### config.mk
export PLATFORM = sky130hd
export DESIGN_NAME = mouse_packet_position_tracker
export DESIGN_NICKNAME = d
export VERILOG_FILES = /design/src/rtl/mppt_pkg.sv /design/src/rtl/mppt_front.sv /design/src/rtl/mppt_queue.sv /design/src/rtl/mppt_back.sv /design/src/rtl/mouse_packet_position_tracker.sv
export SDC_FILE = /design/constraint.sdc
export NUM_CORES = 1
export LEC_CHECK = 0
export ABC_CLOCK_PERIOD_IN_PS = 3670
export BUFFER_PORTS_ARGS = -buffer_cell sky130_fd_sc_hd__clkbuf_2
export CORE_MARGIN = 5
export CORE_UTILIZATION = 42
export CTS_CLUSTER_SIZE = 24
export DETAILED_ROUTE_END_ITERATION = 7
export SLEW_MARGIN = 5
export SYNTH_ARGS = -nofsm -noshare
export SYNTH_HDL_FRONTEND = slang
export SYNTH_HIERARCHICAL = 1
export SYNTH_SLANG_ARGS = --single-unit
### constraint.sdc
create_clock -name clk -period 3.67 [get_ports clk]
set_clock_uncertainty 0.05 [all_clocks]
set_input_delay 0.5505 -clock clk [delete_from_list [all_inputs] [get_ports clk]]
set_output_delay 0.5505 -clock clk [all_outputs]
set_load 0.01 [all_outputs]
### src/rtl/mppt_pkg.sv
package mppt_pkg;

	// coordinate storage width of the cursor registers
	localparam int COORD_WIDTH = 10;
	// width of the limit registers and of the output coordinates
	localparam int LIMIT_WIDTH = 10;
	// common width wide enough for both
	localparam int EXT_WIDTH = (COORD_WIDTH > LIMIT_WIDTH) ? COORD_WIDTH : LIMIT_WIDTH;
	// signed sum width: extended coordinate plus sign and carry
	localparam int SUM_WIDTH = EXT_WIDTH + 2;

	localparam int BYTE_WIDTH = 8;
	localparam int BUTTON_WIDTH = 3;
	localparam int IN_TDATA_WIDTH = 8;
	localparam int OUT_TDATA_WIDTH = 24;

	localparam int QUEUE_DEPTH = 2;
	localparam int QUEUE_PTR_WIDTH = $clog2(QUEUE_DEPTH);
	localparam int QUEUE_CNT_WIDTH = $clog2(QUEUE_DEPTH + 1);

	localparam logic [LIMIT_WIDTH-1:0] X_LIMIT_RESET = LIMIT_WIDTH'(631);
	localparam logic [LIMIT_WIDTH-1:0] Y_LIMIT_RESET = LIMIT_WIDTH'(468);
	localparam logic [COORD_WIDTH-1:0] X_START = COORD_WIDTH'(320);
	localparam logic [COORD_WIDTH-1:0] Y_START = COORD_WIDTH'(240);
	localparam logic [BYTE_WIDTH-1:0] BUTTON_MASK = 8'h07;

	// configuration register indexes
	localparam logic REG_X_LIMIT = 1'b0;
	localparam logic REG_Y_LIMIT = 1'b1;

	// position of the next byte within a packet
	typedef enum logic [1:0] {
		SLOT_FLAGS = 2'd0,
		SLOT_DX    = 2'd1,
		SLOT_DY    = 2'd2
	} slot_t;

	// one assembled packet
	typedef struct packed {
		logic [BUTTON_WIDTH-1:0] buttons;
		logic [BYTE_WIDTH-1:0]   dx;
		logic [BYTE_WIDTH-1:0]   dy;
	} packet_t;

endpackage

### src/rtl/mppt_front.sv
module mppt_front (
	input  logic                         clk,
	input  logic                         arst_n,
	input  logic                         in_valid,
	output logic                         in_ready,
	input  logic [mppt_pkg::BYTE_WIDTH-1:0] in_byte,
	input  logic                         queue_space,
	output logic                         push,
	output mppt_pkg::packet_t            push_pkt
);

	mppt_pkg::slot_t slot_q, slot_next;
	logic [mppt_pkg::BUTTON_WIDTH-1:0] flags_q;
	logic [mppt_pkg::BYTE_WIDTH-1:0]   dx_q;
	logic last_byte;
	logic accept;

	// the packet-completing byte needs room in the queue
	always_comb begin
		unique case (slot_q)
			mppt_pkg::SLOT_FLAGS: last_byte = 1'b0;
			mppt_pkg::SLOT_DX:    last_byte = 1'b0;
			default:              last_byte = 1'b1;
		endcase
	end

	assign in_ready = !last_byte || queue_space;
	assign accept   = in_valid && in_ready;
	assign push     = accept && last_byte;

	// next slot
	always_comb begin
		slot_next = slot_q;
		if (accept) begin
			unique case (slot_q)
				mppt_pkg::SLOT_FLAGS: slot_next = mppt_pkg::SLOT_DX;
				mppt_pkg::SLOT_DX:    slot_next = mppt_pkg::SLOT_DY;
				default:              slot_next = mppt_pkg::SLOT_FLAGS;
			endcase
		end
	end

	always_ff @(posedge clk or negedge arst_n) begin
		if (!arst_n) begin
			slot_q <= mppt_pkg::SLOT_FLAGS;
		end else begin
			slot_q <= slot_next;
		end
	end

	// hold the flags and dx bytes until dy arrives
	always_ff @(posedge clk or negedge arst_n) begin
		if (!arst_n) begin
			flags_q <= '0;
			dx_q    <= '0;
		end else if (accept) begin
			if (slot_q == mppt_pkg::SLOT_FLAGS) begin
				flags_q <= in_byte[mppt_pkg::BUTTON_WIDTH-1:0];
			end
			if (slot_q == mppt_pkg::SLOT_DX) begin
				dx_q <= in_byte;
			end
		end
	end

	assign push_pkt.buttons = flags_q;
	assign push_pkt.dx      = dx_q;
	assign push_pkt.dy      = in_byte;

endmodule

### src/rtl/mppt_queue.sv
module mppt_queue (
	input  logic              clk,
	input  logic              arst_n,
	input  logic              push,
	input  mppt_pkg::packet_t push_pkt,
	output logic              space,
	output logic              valid,
	input  logic              pop,
	output mppt_pkg::packet_t pop_pkt
);

	mppt_pkg::packet_t entry_q [mppt_pkg::QUEUE_DEPTH];
	logic [mppt_pkg::QUEUE_PTR_WIDTH-1:0] wr_ptr_q, rd_ptr_q;
	logic [mppt_pkg::QUEUE_CNT_WIDTH-1:0] count_q;

	assign space   = count_q != mppt_pkg::QUEUE_CNT_WIDTH'(mppt_pkg::QUEUE_DEPTH);
	assign valid   = count_q != '0;
	assign pop_pkt = entry_q[rd_ptr_q];

	// pointers and fill count
	always_ff @(posedge clk or negedge arst_n) begin
		if (!arst_n) begin
			wr_ptr_q <= '0;
			rd_ptr_q <= '0;
			count_q  <= '0;
		end else begin
			if (push) begin
				wr_ptr_q <= (wr_ptr_q == mppt_pkg::QUEUE_PTR_WIDTH'(mppt_pkg::QUEUE_DEPTH - 1))
					? '0 : wr_ptr_q + 1'b1;
			end
			if (pop) begin
				rd_ptr_q <= (rd_ptr_q == mppt_pkg::QUEUE_PTR_WIDTH'(mppt_pkg::QUEUE_DEPTH - 1))
					? '0 : rd_ptr_q + 1'b1;
			end
			case ({push, pop})
				2'b10:   count_q <= count_q + 1'b1;
				2'b01:   count_q <= count_q - 1'b1;
				default: count_q <= count_q;
			endcase
		end
	end

	// entry storage
	always_ff @(posedge clk) begin
		if (push) begin
			entry_q[wr_ptr_q] <= push_pkt;
		end
	end

endmodule

### src/rtl/mppt_back.sv
module mppt_back (
	input  logic                                clk,
	input  logic                                arst_n,
	input  logic                                pkt_valid,
	output logic                                pop,
	input  mppt_pkg::packet_t                   pkt,
	input  logic [mppt_pkg::LIMIT_WIDTH-1:0]    x_limit,
	input  logic [mppt_pkg::LIMIT_WIDTH-1:0]    y_limit,
	output logic                                out_valid,
	input  logic                                out_ready,
	output logic [mppt_pkg::LIMIT_WIDTH-1:0]    out_x,
	output logic [mppt_pkg::LIMIT_WIDTH-1:0]    out_y,
	output logic [mppt_pkg::BUTTON_WIDTH-1:0]   out_buttons
);

	localparam int EW = mppt_pkg::EXT_WIDTH;
	localparam int SW = mppt_pkg::SUM_WIDTH;
	localparam int CW = mppt_pkg::COORD_WIDTH;
	localparam int LW = mppt_pkg::LIMIT_WIDTH;

	logic [CW-1:0] cursor_x_q, cursor_y_q;
	logic          out_valid_q;
	logic [LW-1:0] out_x_q, out_y_q;
	logic [mppt_pkg::BUTTON_WIDTH-1:0] out_buttons_q;

	logic signed [SW-1:0] sum_x, sum_y, lim_x, lim_y;
	logic [EW-1:0] clamp_x, clamp_y;

	assign pop = pkt_valid && (!out_valid_q || out_ready);

	// x adds dx, y subtracts dy
	assign sum_x = $signed({2'b00, EW'(cursor_x_q)}) + SW'($signed(pkt.dx));
	assign sum_y = $signed({2'b00, EW'(cursor_y_q)}) - SW'($signed(pkt.dy));
	assign lim_x = $signed({2'b00, EW'(x_limit)});
	assign lim_y = $signed({2'b00, EW'(y_limit)});

	// saturate to 0 .. limit
	always_comb begin
		if (sum_x < 0) begin
			clamp_x = '0;
		end else if (sum_x > lim_x) begin
			clamp_x = EW'(x_limit);
		end else begin
			clamp_x = sum_x[EW-1:0];
		end
		if (sum_y < 0) begin
			clamp_y = '0;
		end else if (sum_y > lim_y) begin
			clamp_y = EW'(y_limit);
		end else begin
			clamp_y = sum_y[EW-1:0];
		end
	end

	// cursor and output valid
	always_ff @(posedge clk or negedge arst_n) begin
		if (!arst_n) begin
			cursor_x_q  <= mppt_pkg::X_START;
			cursor_y_q  <= mppt_pkg::Y_START;
			out_valid_q <= 1'b0;
		end else begin
			if (pop) begin
				cursor_x_q <= clamp_x[CW-1:0];
				cursor_y_q <= clamp_y[CW-1:0];
			end
			if (pop) begin
				out_valid_q <= 1'b1;
			end else if (out_ready) begin
				out_valid_q <= 1'b0;
			end
		end
	end

	// output payload, zero-extended through the stored width
	logic [EW-1:0] new_x_ext, new_y_ext;
	assign new_x_ext = EW'(clamp_x[CW-1:0]);
	assign new_y_ext = EW'(clamp_y[CW-1:0]);

	always_ff @(posedge clk) begin
		if (pop) begin
			out_x_q       <= new_x_ext[LW-1:0];
			out_y_q       <= new_y_ext[LW-1:0];
			out_buttons_q <= pkt.buttons;
		end
	end

	assign out_valid   = out_valid_q;
	assign out_x       = out_x_q;
	assign out_y       = out_y_q;
	assign out_buttons = out_buttons_q;

endmodule

### src/rtl/mouse_packet_position_tracker.sv
// a completed packet passes through the packet queue and then the output register
// throughput: one byte per cycle, one result per three bytes; the front end takes a byte
//   every cycle and the back end clears one packet per cycle, so only a stalled output,
//   once the two-entry packet queue is full, holds off the dy byte
// reset: byte slot back to the flags byte, cursor at 320,240, limits 631 and 468,
//   queue and output register empty
module mouse_packet_position_tracker (
	input  logic clk,
	input  logic arst_n,
	input  logic s_tvalid,
	output logic s_tready,
	input  logic [mppt_pkg::IN_TDATA_WIDTH-1:0]  s_tdata,  // [7:0] rx_byte
	output logic m_tvalid,
	input  logic m_tready,
	output logic [mppt_pkg::OUT_TDATA_WIDTH-1:0] m_tdata,  // [9:0] pos_x, [19:10] pos_y,
	                                                       // [22:20] button_bits, [23] zero
	input  logic cfg_we,
	input  logic cfg_index,
	input  logic [mppt_pkg::LIMIT_WIDTH-1:0] cfg_data
);

	logic [mppt_pkg::LIMIT_WIDTH-1:0] x_limit_q, y_limit_q;
	logic queue_space, queue_valid, push, pop;
	mppt_pkg::packet_t push_pkt, pop_pkt;
	logic [mppt_pkg::LIMIT_WIDTH-1:0]  pos_x, pos_y;
	logic [mppt_pkg::BUTTON_WIDTH-1:0] button_bits;

	// limit registers
	always_ff @(posedge clk or negedge arst_n) begin
		if (!arst_n) begin
			x_limit_q <= mppt_pkg::X_LIMIT_RESET;
			y_limit_q <= mppt_pkg::Y_LIMIT_RESET;
		end else if (cfg_we) begin
			unique case (cfg_index)
				mppt_pkg::REG_X_LIMIT: x_limit_q <= cfg_data;
				mppt_pkg::REG_Y_LIMIT: y_limit_q <= cfg_data;
				default: ;
			endcase
		end
	end

	mppt_front u_front (
		.clk         (clk),
		.arst_n      (arst_n),
		.in_valid    (s_tvalid),
		.in_ready    (s_tready),
		.in_byte     (s_tdata[mppt_pkg::BYTE_WIDTH-1:0]),
		.queue_space (queue_space),
		.push        (push),
		.push_pkt    (push_pkt)
	);

	mppt_queue u_queue (
		.clk      (clk),
		.arst_n   (arst_n),
		.push     (push),
		.push_pkt (push_pkt),
		.space    (queue_space),
		.valid    (queue_valid),
		.pop      (pop),
		.pop_pkt  (pop_pkt)
	);

	mppt_back u_back (
		.clk         (clk),
		.arst_n      (arst_n),
		.pkt_valid   (queue_valid),
		.pop         (pop),
		.pkt         (pop_pkt),
		.x_limit     (x_limit_q),
		.y_limit     (y_limit_q),
		.out_valid   (m_tvalid),
		.out_ready   (m_tready),
		.out_x       (pos_x),
		.out_y       (pos_y),
		.out_buttons (button_bits)
	);

	// pack result fields, lowest first
	assign m_tdata = {1'b0, button_bits, pos_y, pos_x};

endmodule

After elaboration in Yosys (flattened, before gate mapping)

Memories as Yosys holds them, arrays and structs flattened.
Index checks and enable logic that the tools add are counted.

Output and inout bits: 26
Memories kept: 1
Memory bits (writable): 38
Input bits: 24
Flip-flop bits (word level): 81
Word-level logic and storage cells: 58

Memory list:

| memory          | depth | bits a word | read ports | clocked after Yosys merged registers in | write ports | RTL line         | RTL |
|---|---|---|---|---|---|---|---|
| u_queue.entry_q | 2     | 19          | 1          | 0                                       | 1           | mppt_queue.sv:12 | `mppt_pkg::packet_t entry_q [mppt_pkg::QUEUE_DEPTH];` |

Bitwise logic cells: 1
$lt $le $gt $ge: 4
Eq/ne operators: 4
Mux-type cells: 13
Add/sub/neg operators: 6
Reductions and logical operators: 15

Operator list:

| operator                                            | count |
|---|---|
| two-way mux 10 bit                                  | 4 |
| greater-than comparator 12 x 11 -> 1 bit            | 2 |
| < comparator 12 x 1 -> 1 bit, second input constant | 2 |
| adder 11 x 8 -> 12 bit                              | 1 |
| subtractor 11 x 8 -> 12 bit                         | 1 |
| case mux 2 bit (2 select lines)                     | 2 |
| AND reduction 2 bit                                 | 4 |
| two-way mux 1 bit                                   | 7 |
| nonzero test 2 bit                                  | 3 |
| == test 2 x 1 -> 1 bit, second input constant       | 2 |
| logical AND 1 bit                                   | 3 |
| adder 1 bit, second input constant                  | 2 |
| adder 2 x 1 -> 2 bit, second input constant         | 1 |
| == test 2 bit, second input constant                | 1 |
| zero test 2 bit                                     | 1 |
| logical OR 1 bit                                    | 2 |
| inequality test 2 bit, second input constant        | 1 |
| OR reduction 2 bit                                  | 1 |
| subtractor 2 x 1 -> 2 bit, second input constant    | 1 |
| zero test 1 bit                                     | 1 |
| NOT 1 bit                                           | 1 |

Longest topological paths before layout

Gate-level depths: netlist of run 1.

Depth after elaboration: 7
Gate-level depth with buffers: 20

Cells and area by module

Netlist of run 1, hierarchy kept.

By module, submodules not included:

| module                        | cells each | instances | area an instance (um^2) |
|---|---|---|---|
| mppt_back                     | 386        | 1         | 3510.9 |
| mppt_queue                    | 75         | 1         | 1556.5 |
| mouse_packet_position_tracker | 45         | 1         | 783.3 |
| mppt_front                    | 41         | 1         | 595.6 |

Least setup slack after synthesis of run 1

OpenSTA, ideal clock, no wires.

Kind: reg-to-reg
From: register u_queue.rd_ptr_q
To: register u_back.out_y_q[8], in the netlist u_back/out_y[8], data pin
Arrival time: 3536 ps
Setup time: 261 ps
Buffers on the path: 3
Path slack: -176 ps
Cell stages (with the launch flop): 19
Clock period less this slack: 3846 ps
Cells stage by stage: dfrtp_1 -> buf_4 -> mux2_1 -> inv_1 -> ha_1 -> nor2b_1 -> o21a_1 -> o21a_1 -> o311ai_0 -> ha_1 -> a211oi_1 -> o21ai_0 -> nor2b_1 -> a211o_1 -> a21bo_1 -> buf_6 -> buf_6 -> nand3_1 -> a21oi_1

RTL lines:

| item                   | RTL line         | RTL |
|---|---|---|
| start, declared        | mppt_queue.sv:13 | `logic [mppt_pkg::QUEUE_PTR_WIDTH-1:0] wr_ptr_q, rd_ptr_q;` |
| start signal, assigned | mppt_queue.sv:32 | `rd_ptr_q <= (rd_ptr_q == mppt_pkg::QUEUE_PTR_WIDTH'(mppt_pkg::QUEUE_DEPTH - 1))` |
| end signal, assigned   | mppt_back.sv:82  | `out_y_q <= new_y_ext[LW-1:0];` |
| end, declared          | mppt_back.sv:23  | `logic [LW-1:0] out_x_q, out_y_q;` |

==> results.cfg, run 1 <==
[outcome]
status = finished with violations
violations = negative setup slack

[route]
first_pass_iters = 5
finalWirelength_mm = 15.8
drc = 0
drt_iter0_drc = 237
drtAntennaViolNets = 0
vias = 4720
avgRoutedWirePerCell_um = 17.7
detail_route.vias_per_cell = 5.27

[timing]
rsz0062_at_grt = yes
max_slew.worst_pin.slew_ns = 0.919
setup_viol = 40
relSlewSlack = 0.387
holdWs_ns = 0.0958
maxSlewViolCount = 0
period_minus_slack_ns = 3.97
hold_violations = 0
timing.final.ws_setup_ns = -0.298
max_freq_mhz = 252
post-route-period-util = 1.08

[run]
max_cap_viol_count = 0

[logic_synthesis]
synth-warning-count = 6
netlist_area_um2 = 6450
synth_fp_nets = 616
synth_area_leaders = edfxtp_1 28%, dfrtp_1 16%, ha_1 8.3%
yosysSeqAreaShare = 0.513
ys.flop_type = edfxtp_1
netlist_instances = 547
synth_top_area_frac = 0.284
yosysUniqueCellTypes = 63
avgSynthCellArea_um2 = 11.8
async_flop_share = 0.487
ys_ff_latch = 119
synth_top_area_cell = edfxtp_1
synth_edf_count = 61

[die]
io_pins = 50
dieHeight_um = 134
core_um2 = 15100
initial_core_util = 0.426
die-area_um2 = 17900
die_w_um = 134
rows = 45

[place]
gp_congestion = 0.887
place_area_um2 = 7410
dp.cells = 841
port-buffer-count = 48
dp_hpwl_mm = 11.1

[finish]
instances_no_fill = 895
syn_to_final_growth_pct = 36.3
fin_area_um2 = 8790
drive_gt1_frac = 0.478
nFillCells = 1213
diodes = 0
final_core_util = 0.580
nets = 763

[setup_path]
cp.required_ns = 3.76
reg2reg_depth = 19
r2r_end = u_back/out_y[0]
critPathMaxFanout = 6
r2r_slack_ns = -0.30
crit_arrival_ns = 4.06
worst_r2r_startpoint = u_queue/rd_ptr_q
start_kind = flop
cpMaxStageDelayCell = dfrtp_1
end_kind = flop
setup.worst_path.class = reg -> reg
cpPeakStageDelay_ns = 0.42
critPathMostFrequentCell = buf_6
crit_chain = buf_6, mux2_4, inv_4, buf_6, fa_2, a21o_1, a221oi_4, o21bai_1, a21oi_2, xnor2_2, ha_4, a211oi_2, o21ai_2, nor2_1, a211o_1, a21bo_4, buf_6, a21boi_4, nor3_2
crit_buf_inv = 4
critPathTopFamily = compound AO/OA/AOI/OAI gates

[grt]
antenna_found_initial = 0
grtUsageTotal = 0.180
grt_max_degree = 38
grt_overflow = 0
grt_pass1_vias = 4932
grt_pass1_wl_mm = 25.3

[clocking]
clk_pin_slew_ns = 0.06
ctsHoldBuffers = 0
cts-root-buf = clkbuf_16
clock_path_buffers = 2
cts.sinks = 119
cts_buffers = 17
cts_tree = built
h-tree-depth = 4
clk-insertion-delay-late_ns = 0.41

[worst_hold_path]
hold_path_class = in -> async
## cell usage in the layout (no fill, tap or decap), types with 12 or more instances in the layout
cell,count
dfstp_2,18
buf_4,86
nand4_1,19
clkbuf_16,17
nand2_1,28
edfxtp_1,61
nor2_1,24
dfrtp_1,40
a21oi_1,12
clkbuf_2,48
buf_6,19
o21ai_2,14
mux2_2,33
nand3_1,13
ha_1,32
inv_1,39
a21o_1,12
## flip-flops by register name (all words and copies together), names as in the netlist, 2 cells and up
register and count:
u_queue/entry_q 38, u_back/cursor_x_q 10, u_back/cursor_y_q 10, u_back/out_x 10, u_back/out_y 10, x_limit_q 10, y_limit_q 10, u_front/dx_q 8
u_back/out_buttons 3, u_front/flags_q 3, u_front/slot_q 2, u_queue/count_q 2
## cell type report
cell class / count / area, um^2 / area share
Sequential cell: 119 / 3310 / 0.376
Clock buffer: 20 / 457 / 0.0520
Timing Repair Buffer: 154 / 1120 / 0.127
Multi-Input combinational cell: 358 / 3340 / 0.380
Inverter: 44 / 168 / 0.0191
Clock inverter: 12 / 165 / 0.0188
Tap cell: 188 / 235 / 0.0268
## cell families (layout without fill, tap and decap cells)
family,after synthesis,count (layout),share of synthesized area
simple gates,133,133,0.109
other cells,1,1,0.000582
xor+xnor,18,18,0.0245
flops,119,119,0.513
fa+ha+maj,45,45,0.0897
buf+inv,70,230,0.0534
compound gates,99,99,0.104
mux,62,62,0.106
## worst max-delay path by stage
| stage | from | endpoint | slack (ns) | depth (start not counted) |
|---|---|---|---|---|
| 2_1_floorplan | u_queue/rd_ptr_q | u_back/out_y[8] | -0.03 | 20 |
| 3_3_place_gp | u_queue/rd_ptr_q | u_back/out_y[0] | -0.57 | 18 |
| 3_5_place_dp | u_queue/rd_ptr_q | u_back/out_y[0] | -0.67 | 17 |
| 4_1_cts | u_queue/rd_ptr_q | u_back/out_y[0] | -0.18 | 17 |
| 5_1_grt | u_queue/rd_ptr_q | u_back/out_x[1] | -0.51 | 19 |
| 6_report | u_queue/rd_ptr_q | u_back/out_y[0] | -0.30 | 19 |
## what timing repair did
action                     in CTS  in global routing
setup buffers                  13                  7
cloned                          1                  1
pin swaps                      50                 40
gates resized for setup        84                 52
setup endpoints to repair      40                 40
## through the flow
stage,TNS [ns],setup WS (ns)
2_1_floorplan,-0.352,-0.0314
3_3_place_gp,-14.66,-0.573
3_5_place_dp,-18.67,-0.672
4_1_cts,-4.84,-0.180
5_1_grt,-15.07,-0.509
6_report,-7.26,-0.298
## cell usage after synthesis (4+ instances only)
cell type / count
mux2_1: 19
o21a_1: 8
nor2_1: 27
dfrtp_1: 40
inv_1: 44
nor2b_1: 7
o21ai_0: 14
clkbuf_1: 7
mux2_2: 32
nand2b_1: 5
mux2i_1: 11
a211o_1: 4
edfxtp_1: 61
nor3_1: 8
buf_6: 5
a21oi_1: 24
nand2_1: 28
o21ai_1: 9
xnor2_1: 12
buf_4: 11
dfstp_2: 18
nand3_1: 20
a21o_1: 12
ha_1: 43
xor2_1: 6
nand4_1: 19
## routing by layer
metal  vias to the layer above  share of wire  GRT usage
met4                         0          0.019     0.0657
li1                       2278              -          -
met2                        96           0.50      0.301
met5                         -              0          0
met3                        30          0.041     0.0345
met1                      2316           0.44      0.232
Power of run 1 is left out: the tool's default activity adds up to more than one toggle a clock period on the data nets, which glitch-free logic cannot reach.
==> inputs of run 2 (changes only) <==
Settings changed: ABC_CLOCK_PERIOD_IN_PS 3670 to 3900.
Clock period 3.67 ns to 3.9 ns, I/O delays scaled along.
==> run 2 against run 1 <==
- the flow still finishes with violations (negative setup slack)
- die area unchanged
- maximum frequency down 5.0%
- routed wire length down 2.1%
- final area down 1.8%
- via count down 0.42%
- count of clock-buffer cells in the layout down 2
- sequential share of layout area up 0.69 points
- critical path type unchanged
- critical endpoint unchanged
- largest cell class is now flip-flops and latches
==> results.cfg, run 2 (synthesized netlist as in run 1, its figures left out) <==
[die]
io_pins = 50
initial_core_util = 0.426
core_um2 = 15100
die-area_um2 = 17900
rows = 45
die_w_um = 134
dieHeight_um = 134

[setup_path]
start_kind = flop
reg2reg_depth = 21
setup.worst_path.class = reg -> reg
cp.required_ns = 3.99
end_kind = flop
critPathMaxFanout = 6
crit_arrival_ns = 4.26
worst_r2r_startpoint = u_queue/rd_ptr_q
crit_start = u_queue/rd_ptr_q

[finish]
final_cell_mix = 89 x buf_4, 61 x edfxtp_1, 48 x clkbuf_2
diodes = 0
nFillCells = 1242
final_common_cell = buf_4
regMostFlops = u_queue/entry_q
nets = 762
fin_area_um2 = 8630
largest_reg_flops = 38
syn_to_final_growth_pct = 33.9
drive_gt1_frac = 0.435

[timing]
setup_viol = 40
setup_tns_ns = -6.26
max_freq_mhz = 239
hold_violations = 0
period_minus_slack_ns = 4.18
max_slew.worst_pin.slew_ns = 1.03
maxSlewViolCount = 0
relSlewSlack = 0.314
post-route-period-util = 1.07
rsz0062_at_grt = yes
timing.final.ws_setup_ns = -0.279

[place]
dp_hpwl_mm = 11.1
place_area_um2 = 7410
dp_slack_ns = -0.428
gp_congestion = 0.883
port-buffer-count = 48

[clocking]
cts-root-buf = clkbuf_16
cts_buffers = 17
ctsHoldBuffers = 0
cts_tree = built
clk-insertion-delay-late_ns = 0.42
h-tree-depth = 4
clock_path_buffers = 2
clk_pin_slew_ns = 0.06
cts.sinks = 119

[route]
first_pass_iters = 5
drtAntennaViolNets = 0
drt_iter0_drc = 340
detail_route.vias_per_cell = 5.26
drc = 0
finalWirelength_mm = 15.5
avgRoutedWirePerCell_um = 17.3
vias = 4700

[run]
max_cap_viol_count = 0

[grt]
grt_pass1_vias = 4891
grtUsageTotal = 0.178
grt.busiest_layer = met2
grt_pass1_wl_mm = 24.8
antenna_found_initial = 0
grtUsageMet3 = 0.0431
grt_max_degree = 37
grt_overflow = 0
met1_usage = 0.222
use_met2 = 0.300

[outcome]
violations = negative setup slack
status = finished with violations

[worst_hold_path]
hold_path_class = in -> async
[run 2: final timing paths]
kind                       slack [ns]                     end
max                             -0.28         u_back/out_y[0]
min                              0.29    u_back/cursor_x_q[0]
max reg2reg                     -0.28         u_back/out_y[0]
min reg2reg                      0.41  u_queue/entry_q[0][17]
max in group asynchronous        2.59            y_limit_q[8]
min in group clk                 0.32   u_queue/entry_q[1][5]
[run 2: worst max-delay path, stage by stage (launching register included)]
cell,delay (ns)
dfrtp_2,0.44
buf_6,0.13
buf_6,0.13
mux2_4,0.30
inv_2,0.07
ha_4,0.20
buf_6,0.11
a21o_1,0.19
a221oi_4,0.29
o21bai_1,0.13
a21oi_1,0.19
xnor2_1,0.18
ha_2,0.26
buf_6,0.10
o21a_1,0.11
o32ai_2,0.07
a211o_1,0.31
buf_6,0.12
a21boi_4,0.15
buf_12,0.15
nor3_4,0.15
nor3_2,0.07
[run 2: timing repair]
item                                    CTS  global route
gates resized for setup                  76            32
endpoints found under the setup margin   40            40
pin swaps                                37            26
gates cloned                              2             0
setup buffers                            16             2
[run 2: layer usage]
| layer | vias up | part of all wire |
|---|---|---|
| li1 | 2281 | - |
| met1 | 2287 | 0.46 |
| met2 | 104 | 0.49 |
| met3 | 28 | 0.039 |
| met4 | 0 | 0.020 |
| met5 | - | 0 |
[run 2: final cells by class]
type                       instances  area (um^2)  share of cell area
inverter                          44          165              0.0191
multi-input combinational        358         3210               0.372
sequential                       119         3310               0.383
clock buffer                      18          429              0.0497
tap                              188          235              0.0273
clock inverter                    14          161              0.0187
timing repair buffer             153         1120               0.130
[run 2: through the flow]
stage	hold WS [ns]	utilization	instances
3_3_place_gp	0.395	0.489	844
4_1_cts	0.304	0.559	893
5_1_grt	0.312	0.570	894
2_1_floorplan	0.239	-	547
3_5_place_dp	0.403	0.489	844
6_report	0.289	0.570	894
Power of run 2 is left out for the same reason.
==> inputs of run 3 (changes only) <==
Settings changed: ABC_CLOCK_PERIOD_IN_PS 3900 to 3500.
Clock period 3.9 ns to 3.5 ns, I/O delays scaled along.
==> run 3 against run 2 <==
- the run still ends with negative setup slack left
- highest routed layer unchanged
- final area increased by 2.0%
- cell count is 1.1% higher
- die area is the same
- maximum frequency is 2.8% higher
- critical path depth shrank 1
- global-route usage rose by 0.30 points
- routed wire length increased by 4.3%
- non-clock buffer count increased by 10
- count of clock-buffer cells in the layout unchanged
- sequential share of layout area decreased by 0.78 points
==> results.cfg, run 3 (synthesized netlist as in run 1, its figures left out) <==
[place]
dp.cells = 848
gp_congestion = 0.905
dp_hpwl_mm = 11.0
port-buffer-count = 48
place_area_um2 = 7450

[timing]
hold_violations = 0
max_freq_mhz = 246
relSlewSlack = 0.358
holdWs_ns = 0.216
max_slew.worst_pin.slew_ns = 0.963
rsz0062_at_grt = yes
period_minus_slack_ns = 4.06
post-route-period-util = 1.16
maxSlewViolCount = 0
setup_tns_ns = -17.83
setup_viol = 40
timing.final.ws_setup_ns = -0.563

[die]
rows = 45
dieHeight_um = 134
io_pins = 50
die_w_um = 134
initial_core_util = 0.426
die-area_um2 = 17900
core_um2 = 15100

[clocking]
clk-insertion-delay-late_ns = 0.41
clk_pin_slew_ns = 0.06
cts_buffers = 17
h-tree-depth = 4
clock_path_buffers = 2
cts_tree = built
ctsHoldBuffers = 0
cts-root-buf = clkbuf_16
cts.sinks = 119

[finish]
largest_reg_flops = 38
fin_area_um2 = 8810
nFillCells = 1207
final_cell_mix = 94 x buf_4, 61 x edfxtp_1, 48 x clkbuf_2
syn_to_final_growth_pct = 36.6
nets = 772
instances_no_fill = 904
diodes = 0
final_common_cell = buf_4
regMostFlops = u_queue/entry_q
drive_gt1_frac = 0.478

[outcome]
status = finished with violations
violations = negative setup slack

[grt]
grt_pass1_wl_mm = 25.4
grt_max_degree = 59
antenna_found_initial = 0
grtUsageTotal = 0.181
grt_overflow = 0
grt_pass1_vias = 4961

[route]
vias = 4809
finalWirelength_mm = 16.2
drtAntennaViolNets = 0
drc = 0
drt_iter0_drc = 278
detail_route.vias_per_cell = 5.32
avgRoutedWirePerCell_um = 17.9
first_pass_iters = 5

[setup_path]
end_kind = flop
cp.required_ns = 3.61
start_kind = flop
setup.worst_path.class = reg -> reg
critPathMaxFanout = 7
crit_arrival_ns = 4.18

[worst_hold_path]
hold_path_class = in -> async

[run]
max_cap_viol_count = 0
run 3: cell count changes in the layout (fill, tap and decap cells not counted), sizes merged:
cell,change
inv,-1
bufinv,-1
buf,+10
clkinvlp,-1
clkinv,+3
run 3: per-stage QoR:
step / util / worst slack, ns
2_1_floorplan: - / -0.201
3_3_place_gp: 0.492 / -0.559
3_5_place_dp: 0.492 / -0.615
4_1_cts: 0.557 / -0.407
5_1_grt: 0.581 / -0.713
6_report: 0.581 / -0.563
run 3: area by class of cell:
type,count,area (um^2),area share
clock buffer,18,439,0.0499
clock inverter,14,138,0.0156
inverter,44,170,0.0193
multi-input combinational,358,3310,0.376
sequential,119,3310,0.375
tap,188,235,0.0267
timing repair buffer,163,1200,0.137
run 3: worst paths after layout:
kind | from | endpoint | slack, ns | cells after the start
setup / recovery | u_queue/rd_ptr_q | u_back/out_x[1] | -0.56 | 20
hold / removal | arst_n | u_back/cursor_y_q[8] | 0.22 | 2
setup reg to reg | u_queue/rd_ptr_q | u_back/out_x[1] | -0.56 | 20
hold reg to reg | u_back/cursor_x_q[8] | u_back/cursor_x_q[8] | 0.42 | 2
max in group asynchronous | arst_n | u_back/cursor_x_q[2] | 2.65 | 2
min in group clk | s_tdata[7] | u_queue/entry_q[0][7] | 0.27 | 1
run 3: per-layer routing:
metal,routed length [um],vias up,share of wire,track usage
met5,0,-,0,0
met1,7290,2359,0.45,0.234
met3,593,26,0.037,0.0413
met4,301,0,0.019,0.0669
met2,7980,121,0.49,0.298
li1,-,2303,-,-
run 3: repair_timing:
| action | CTS | global route |
|---|---|---|
| setup buffers | 16 | 7 |
| hold endpoints to repair | 0 | 0 |
| cloned | 1 | 1 |
| setup endpoints to repair | 40 | 40 |
| resized for setup | 68 | 64 |
| pin swaps | 48 | 25 |
run 3: worst max-delay path: stages, from the launching register on:
cell and delay, ns:
dfrtp_1 0.40, buf_6 0.13, buf_8 0.12, buf_4 0.13
mux2_1 0.40, ha_1 0.38, nor2_2 0.13, o21ba_2 0.16
a21oi_1 0.05, xnor2_1 0.27, ha_1 0.32, buf_6 0.13
nand4_1 0.06, nor2_1 0.05, a31oi_1 0.21, o31ai_1 0.11
nand4_1 0.12, buf_6 0.18, mux2i_1 0.20, buf_4 0.15
nor2_1 0.04
Power of run 3 is left out for the same reason.
